## src/hdl/chte_pkg.sv

```systemverilog
// Shared constants and types of the chained hash table engine.
package chte_pkg;

	localparam int CAPACITY   = 1024;
	localparam int MAX_CHAINS = 256;
	localparam int KEY_BYTES  = 8;

	localparam int SLOT_W  = $clog2(CAPACITY);
	localparam int LINK_W  = SLOT_W + 1;
	localparam int CHAIN_W = $clog2(MAX_CHAINS);
	localparam int NC_W    = 9;
	localparam int KEY_W   = 64;
	localparam int OFF_W   = 32;
	localparam int HASH_W  = 32;
	localparam int STAT_W  = 2;

	localparam int DIV_BITS  = 4;
	localparam int DIV_STEPS = HASH_W / DIV_BITS;
	localparam int DIV_CNT_W = $clog2(DIV_STEPS);

	localparam logic [NC_W-1:0]   NC_RESET  = NC_W'(251);
	localparam logic [LINK_W-1:0] LINK_NONE = LINK_W'(CAPACITY);
	localparam logic [OFF_W-1:0]  NO_OFFSET = '1;

	typedef enum logic [1:0] {
		CMD_FIND   = 2'd0,
		CMD_ADD    = 2'd1,
		CMD_REMOVE = 2'd2,
		CMD_CLEAR  = 2'd3
	} cmd_t;

	typedef enum logic [STAT_W-1:0] {
		ST_OK   = 2'd0,
		ST_MISS = 2'd1,
		ST_FULL = 2'd2
	} status_t;

	typedef enum logic [2:0] {
		RES_HIT   = 3'd0,
		RES_ADDED = 3'd1,
		RES_MISS  = 3'd2,
		RES_FULL  = 3'd3,
		RES_CLEAR = 3'd4
	} res_kind_t;

	typedef struct packed {
		logic      load;
		logic      sweep;
		logic      div_step;
		logic      head_rd;
		logic      add_commit;
		logic      walk_init;
		logic      ent_rd;
		logic      walk_next;
		logic      rem_unlink;
		logic      rem_free;
		logic      res_load;
		res_kind_t res_kind;
		logic      out_load;
	} dp_ctrl_t;

	typedef struct packed {
		cmd_t cmd;
		logic is_full;
		logic walk_end;
		logic key_hit;
		logic sweep_last;
		logic div_last;
	} dp_stat_t;

endpackage

```

## src/hdl/chte_controller.sv

```systemverilog
// Controller state machine that sequences hashing, chain walks, updates and the table sweep.
module chte_controller (
	input  logic               clk,
	input  logic               arst_n,
	input  logic               in_valid,
	output logic               in_ready,
	input  logic [1:0]         in_cmd,
	output logic               out_valid,
	input  logic               out_ready,
	input  chte_pkg::dp_stat_t stat,
	output chte_pkg::dp_ctrl_t ctrl
);
	import chte_pkg::*;

	typedef enum logic [9:0] {
		S_SWEEP = 10'b0000000001,
		S_IDLE  = 10'b0000000010,
		S_HASH  = 10'b0000000100,
		S_HEAD  = 10'b0000001000,
		S_HEADW = 10'b0000010000,
		S_WALK  = 10'b0000100000,
		S_CMP   = 10'b0001000000,
		S_REM1  = 10'b0010000000,
		S_REM2  = 10'b0100000000,
		S_DONE  = 10'b1000000000
	} state_t;

	state_t state_q, state_nx;
	logic   clr_rsp_q, out_valid_q;

	always_comb begin
		state_nx = state_q;
		ctrl     = '0;
		ctrl.res_kind = RES_CLEAR;
		in_ready = 1'b0;
		case (state_q)
			S_SWEEP: begin
				ctrl.sweep = 1'b1;
				if (stat.sweep_last) begin
					if (clr_rsp_q) begin
						ctrl.res_load = 1'b1;
						ctrl.res_kind = RES_CLEAR;
						state_nx      = S_DONE;
					end else begin
						state_nx = S_IDLE;
					end
				end
			end
			S_IDLE: begin
				in_ready = 1'b1;
				if (in_valid) begin
					ctrl.load = 1'b1;
					state_nx  = (cmd_t'(in_cmd) == CMD_CLEAR) ? S_SWEEP : S_HASH;
				end
			end
			S_HASH: begin
				ctrl.div_step = 1'b1;
				if (stat.div_last) begin
					state_nx = S_HEAD;
				end
			end
			S_HEAD: begin
				if (stat.cmd == CMD_ADD && stat.is_full) begin
					ctrl.res_load = 1'b1;
					ctrl.res_kind = RES_FULL;
					state_nx      = S_DONE;
				end else begin
					ctrl.head_rd = 1'b1;
					state_nx     = S_HEADW;
				end
			end
			S_HEADW: begin
				if (stat.cmd == CMD_ADD) begin
					ctrl.add_commit = 1'b1;
					ctrl.res_load   = 1'b1;
					ctrl.res_kind   = RES_ADDED;
					state_nx        = S_DONE;
				end else begin
					ctrl.walk_init = 1'b1;
					state_nx       = S_WALK;
				end
			end
			S_WALK: begin
				if (stat.walk_end) begin
					ctrl.res_load = 1'b1;
					ctrl.res_kind = RES_MISS;
					state_nx      = S_DONE;
				end else begin
					ctrl.ent_rd = 1'b1;
					state_nx    = S_CMP;
				end
			end
			S_CMP: begin
				if (stat.key_hit) begin
					ctrl.res_load = 1'b1;
					ctrl.res_kind = RES_HIT;
					state_nx      = (stat.cmd == CMD_REMOVE) ? S_REM1 : S_DONE;
				end else begin
					ctrl.walk_next = 1'b1;
					state_nx       = S_WALK;
				end
			end
			S_REM1: begin
				ctrl.rem_unlink = 1'b1;
				state_nx        = S_REM2;
			end
			S_REM2: begin
				ctrl.rem_free = 1'b1;
				state_nx      = S_DONE;
			end
			S_DONE: begin
				if (!out_valid_q || out_ready) begin
					ctrl.out_load = 1'b1;
					state_nx      = S_IDLE;
				end
			end
			default: begin
				state_nx = S_IDLE;
			end
		endcase
	end

	always_ff @(posedge clk or negedge arst_n) begin
		if (!arst_n) begin
			state_q     <= S_SWEEP;
			clr_rsp_q   <= 1'b0;
			out_valid_q <= 1'b0;
		end else begin
			state_q <= state_nx;
			if (ctrl.load) begin
				clr_rsp_q <= cmd_t'(in_cmd) == CMD_CLEAR;
			end
			if (ctrl.out_load) begin
				out_valid_q <= 1'b1;
			end else if (out_ready) begin
				out_valid_q <= 1'b0;
			end
		end
	end

	assign out_valid = out_valid_q;

endmodule

```

## config.mk

```make
export PLATFORM = sky130hd
export DESIGN_NAME = chte_controller
export DESIGN_NICKNAME = d
export VERILOG_FILES = /design/src/hdl/chte_pkg.sv /design/src/hdl/chte_controller.sv
export SDC_FILE = /design/constraint.sdc
export NUM_CORES = 1
export LEC_CHECK = 0
export ABC_AREA = 1
export BUFFER_PORTS_ARGS = -buffer_cell sky130_fd_sc_hd__buf_2
export CAP_MARGIN = 40
export CORE_AREA = 2 2 52 54
export DETAILED_ROUTE_END_ITERATION = 8
export DIE_AREA = 0 0 54 56
export PLACE_DENSITY = 0.66
export SETUP_SLACK_MARGIN = 0.1
export SYNTH_ARGS = -nofsm -noshare
export SYNTH_HDL_FRONTEND = slang
export SYNTH_SLANG_ARGS = --single-unit
```

## constraint.sdc

```tcl
create_clock -name clk -period 1.45 [get_ports clk]
set_clock_uncertainty 0.1 [all_clocks]
set_input_delay 0.0725 -clock clk [delete_from_list [all_inputs] [get_ports clk]]
set_output_delay 0.0725 -clock clk [all_outputs]
set_load 0.05 [all_outputs]
```

After elaboration in Yosys (flattened, before gate mapping)

Index checks and enable logic that the tools add are counted.

Equal/unequal tests: 17
Muxes and demuxes: 39
Reductions and logical operators: 5

Operators with widths:

| operator             | number |
|---|---|
| $mux 10              | 10 |
| $pmux 10 s10         | 1 |
| $mux 4               | 6 |
| $pmux 4 s5           | 1 |
| $mux 1               | 19 |
| $eq 10x1->1 const B  | 1 |
| $eq 10x10->1 const B | 1 |
| $eq 10x2->1 const B  | 1 |
| $eq 10x3->1 const B  | 1 |
| $eq 10x4->1 const B  | 1 |
| $eq 10x5->1 const B  | 1 |
| $eq 10x6->1 const B  | 1 |
| $eq 10x7->1 const B  | 1 |
| $eq 10x8->1 const B  | 1 |
| $eq 10x9->1 const B  | 1 |
| $ne 2x2->1 const B   | 4 |
| $eq 2x2->1 const B   | 2 |
| $reduce_and 4->1     | 1 |
| $mux 3               | 1 |
| $eq 2x1->1 const B   | 1 |
| $mux 2               | 1 |
| $reduce_bool 2->1    | 1 |
| $logic_and 1x1->1    | 1 |
| $logic_not 1->1      | 1 |
| $logic_or 1x1->1     | 1 |

Register bits: 12
Input port bits: 13
Output and inout bits: 17
Word-level logic and storage cells: 64

Depth between registers and ports, before layout

Depth in word-level cells: 5
Gate-level depth with buffers: 10
Gate-level depth less buffers: 10

Worst setup path before layout

Ideal clock, no wire load.

Path type: reg2out
From: reg state_q[7]
To: out ctrl[3] in the netlist's numbering
Arrival: 2.047 ns
Data required time: 1.278 ns
Path slack: -0.769 ns
Stages on the path, launching flop included: 8
Buffers on the path: 0
Cells stage by stage: dfrtp_1 nor2_4 nand2_4 nor2_1 nand2_1 nor2_1 nor3_1 nand2_1

RTL lines:

| element                | RTL line               | source |
|---|---|---|
| from (decl)            | chte_controller.sv:28  | `state_t state_q, state_nx;` |
| from (signal assigned) | chte_controller.sv:129 | `state_q <= state_nx;` |
| to (decl)              | chte_controller.sv:11  | `output chte_pkg::dp_ctrl_t ctrl` |

==> metrics.csv <==
metric,value,unit
synth_most_common_cell,nor2_1,
area_growth,143.5,%
cts_tree,yes,
dieArea,3024,µm²
syn_area,954.7,µm²
status,"complete, but fails checks",
start_kind,register,
setup_viol,27,
p_per_area,1312,nW/µm²
port_buffers,29,
synth_ff_type,dfrtp_1,
violations,"negative hold slack, negative setup slack",
drt_iter0_drc,116,
yosys-top-cells-area,"dfrtp_1 (29%), nor2_1 (15%), nand2_1 (13%)",
slew_viol_final,0,
end_kind,output port,
postSynthRegisterBits,12,
dp_hpwl,2.576,mm
clockBufferDepth,2,
ctsHoldBuffers,5,
ios,30,
worstMarginPinSlew,346.9,ps
cts_buffers,3,
nNetsFinal,264,
synth_common_cells,"nor2_1 (37), nand2_1 (34), inv_1 (26), nand3_1 (16), dfrtp_1 (11)",
rsz0062_at_grt,true,
vias,1689,
postSynthAreaPerCell,6.120,µm²
netlist.area_leader.share,0.2883,
h-tree-depth,1,
max-vdd-ir-drop,1.517,mV
syn_inst,156,
initial_core_util,0.3925,
async_reset_ff_frac,1.000,
drcViolationCount,0,
max_slew_margin,0.7687,
grtUsageTotal,0.3307,
drt-pass1-iter-count,7,
min_from,stat[2],
reg2reg_from,state_q[7]$_DFFE_PN0P_,
wl_per_cell,23.69,µm
clk_latency,310,ps
startpoint,state_q[0]$_DFFE_PN1P_,
antenna_found_initial,0,
synth_warnings,0,
crit_required,1280,ps
fin_crit,2079,ps
grt_overflow_total,0,
die_w,54,µm
yosys.area.top_type,dfrtp_1,
fin_ws,-628.9,ps
synth_cell_type_count,19,
core_area,2432,µm²
seq_area_frac_synth,0.3159,
total_power,3.049,mW
leakage,1.134,nW
drive_above_1_share,0.6960,
ant_nets,0,
fmax,481.0,MHz
vias_per_cell,6.032,
holdWs,-37.71,ps
worstSetupPathType,reg -> out,
grt_max_degree,13,
maxCapViolations,0,
n_antenna_cell,0,
period_share,1.434,
arrival,1910,ps
clock_tree.root_cell,clkbuf_4,
synth_edf_count,0,
path_clk_slew,90,ps
path_max_fanout,4,
die_height,56,µm
grt_pass1_vias,1539,
cts.sinks,12,
rows,18,
finalSetupTns,-10650,ps
hold_viol,1,
holdCritPathClass,in -> reg,
gp_congestion,0.8641,
syn_nets,169,
grt_pass1_wl,7.196,mm
wl,6.632,mm
[metrics by stage]
stage	instances	area [µm²]	utilization	setup slack [ps]
after CTS	267	2021	0.8308	-414.0
final	280	2325	0.9558	-628.9
after detailed placement	249	1518	0.6240	-276.7
after global placement	249	1518	0.6240	-222.5
after global routing	280	2325	0.9558	-842.5
after floorplan	156	1080	-	-157.5
[critical path, cell delays in order (launching register included)]
cell and delay, ps:
dfstp_2 610, nor2_4 60, nand2_4 120, inv_2 100, nand3_2 130, o21ai_1 100, nor3_2 240, nand2_2 90
buf_8 150
[per-layer routing]
| layer | part of all wire | global-route usage | vias up |
|---|---|---|---|
| li1 | - | - | 668 |
| met4 | 0.094 | 0.1857 | 0 |
| met5 | 0 | 0 | - |
| met1 | 0.31 | 0.3645 | 762 |
| met3 | 0.097 | 0.06452 | 82 |
| met2 | 0.50 | 0.5662 | 177 |
[repair_timing]
item / 4_1_cts / 5_1_grt
pin swaps: 20 / 22
cloned: 0 / 0
resized for setup: 97 / 49
setup buffers: 11 / 15
setup endpoints to repair: 26 / 27
hold endpoints to repair: 15 / 1
[registers in the layout (all words and copies together), names as in the netlist]
name       cells
state_q       10
out_valid      1
clr_rsp_q      1
[power by group]
group | switching, mW | internal [mW] | leakage [nW]
clock network | 0.150 | 0.154 | 0.0210
logic | 1.37 | 0.922 | 0.957
registers | 0.0636 | 0.389 | 0.157
[layout by cell type (no fill, tap or decap), types with 2 or more instances in the layout]
master,count
buf_6,26
dfrtp_2,2
inv_1,16
nand2_4,5
buf_2,13
nand3_4,7
clkbuf_4,3
nor2_2,4
nor2_1,16
nand2_1,21
nand3_2,10
nor2_4,24
o21ai_1,3
buf_8,13
dlygate4sd3_1,5
dfrtp_1,9
nand4_1,2
buf_4,33
nand3_1,2
nor3_2,3
clkinvlp_4,5
inv_2,6
nand2_8,2
nand2_2,10
[cell type report]
cell class	instances	area, µm²
clock buffers	4	36.28
fillers	57	107.6
inverters	28	131.4
multi-input cells	116	964.7
flip-flops and latches	12	304.0
well taps	30	37.54
repair buffers	90	850.8
[final timing paths]
check,endpoint,slack (ps),depth (start not counted)
max in group asynchronous,state_q[0]$_DFFE_PN1P_,840,2
hold / removal,state_q[7]$_DFFE_PN0P_,-40,3
setup reg to reg,state_q[9]$_DFFE_PN0P_,-480,11
setup / recovery,ctrl[3],-630,8
min in group asynchronous,state_q[8]$_DFFE_PN0P_,140,2
hold reg to reg,out_valid$_DFFE_PN0P_,530,2
[cell families after synthesis]
group                  Yosys count  share of synthesized area
and+or+nand+nor                110                     0.5387
AOI/OAI and AO/OA                6                    0.03538
buffers and inverters           28                     0.1101
DFF                             12                     0.3159
Power figures use the tool's default switching activity.
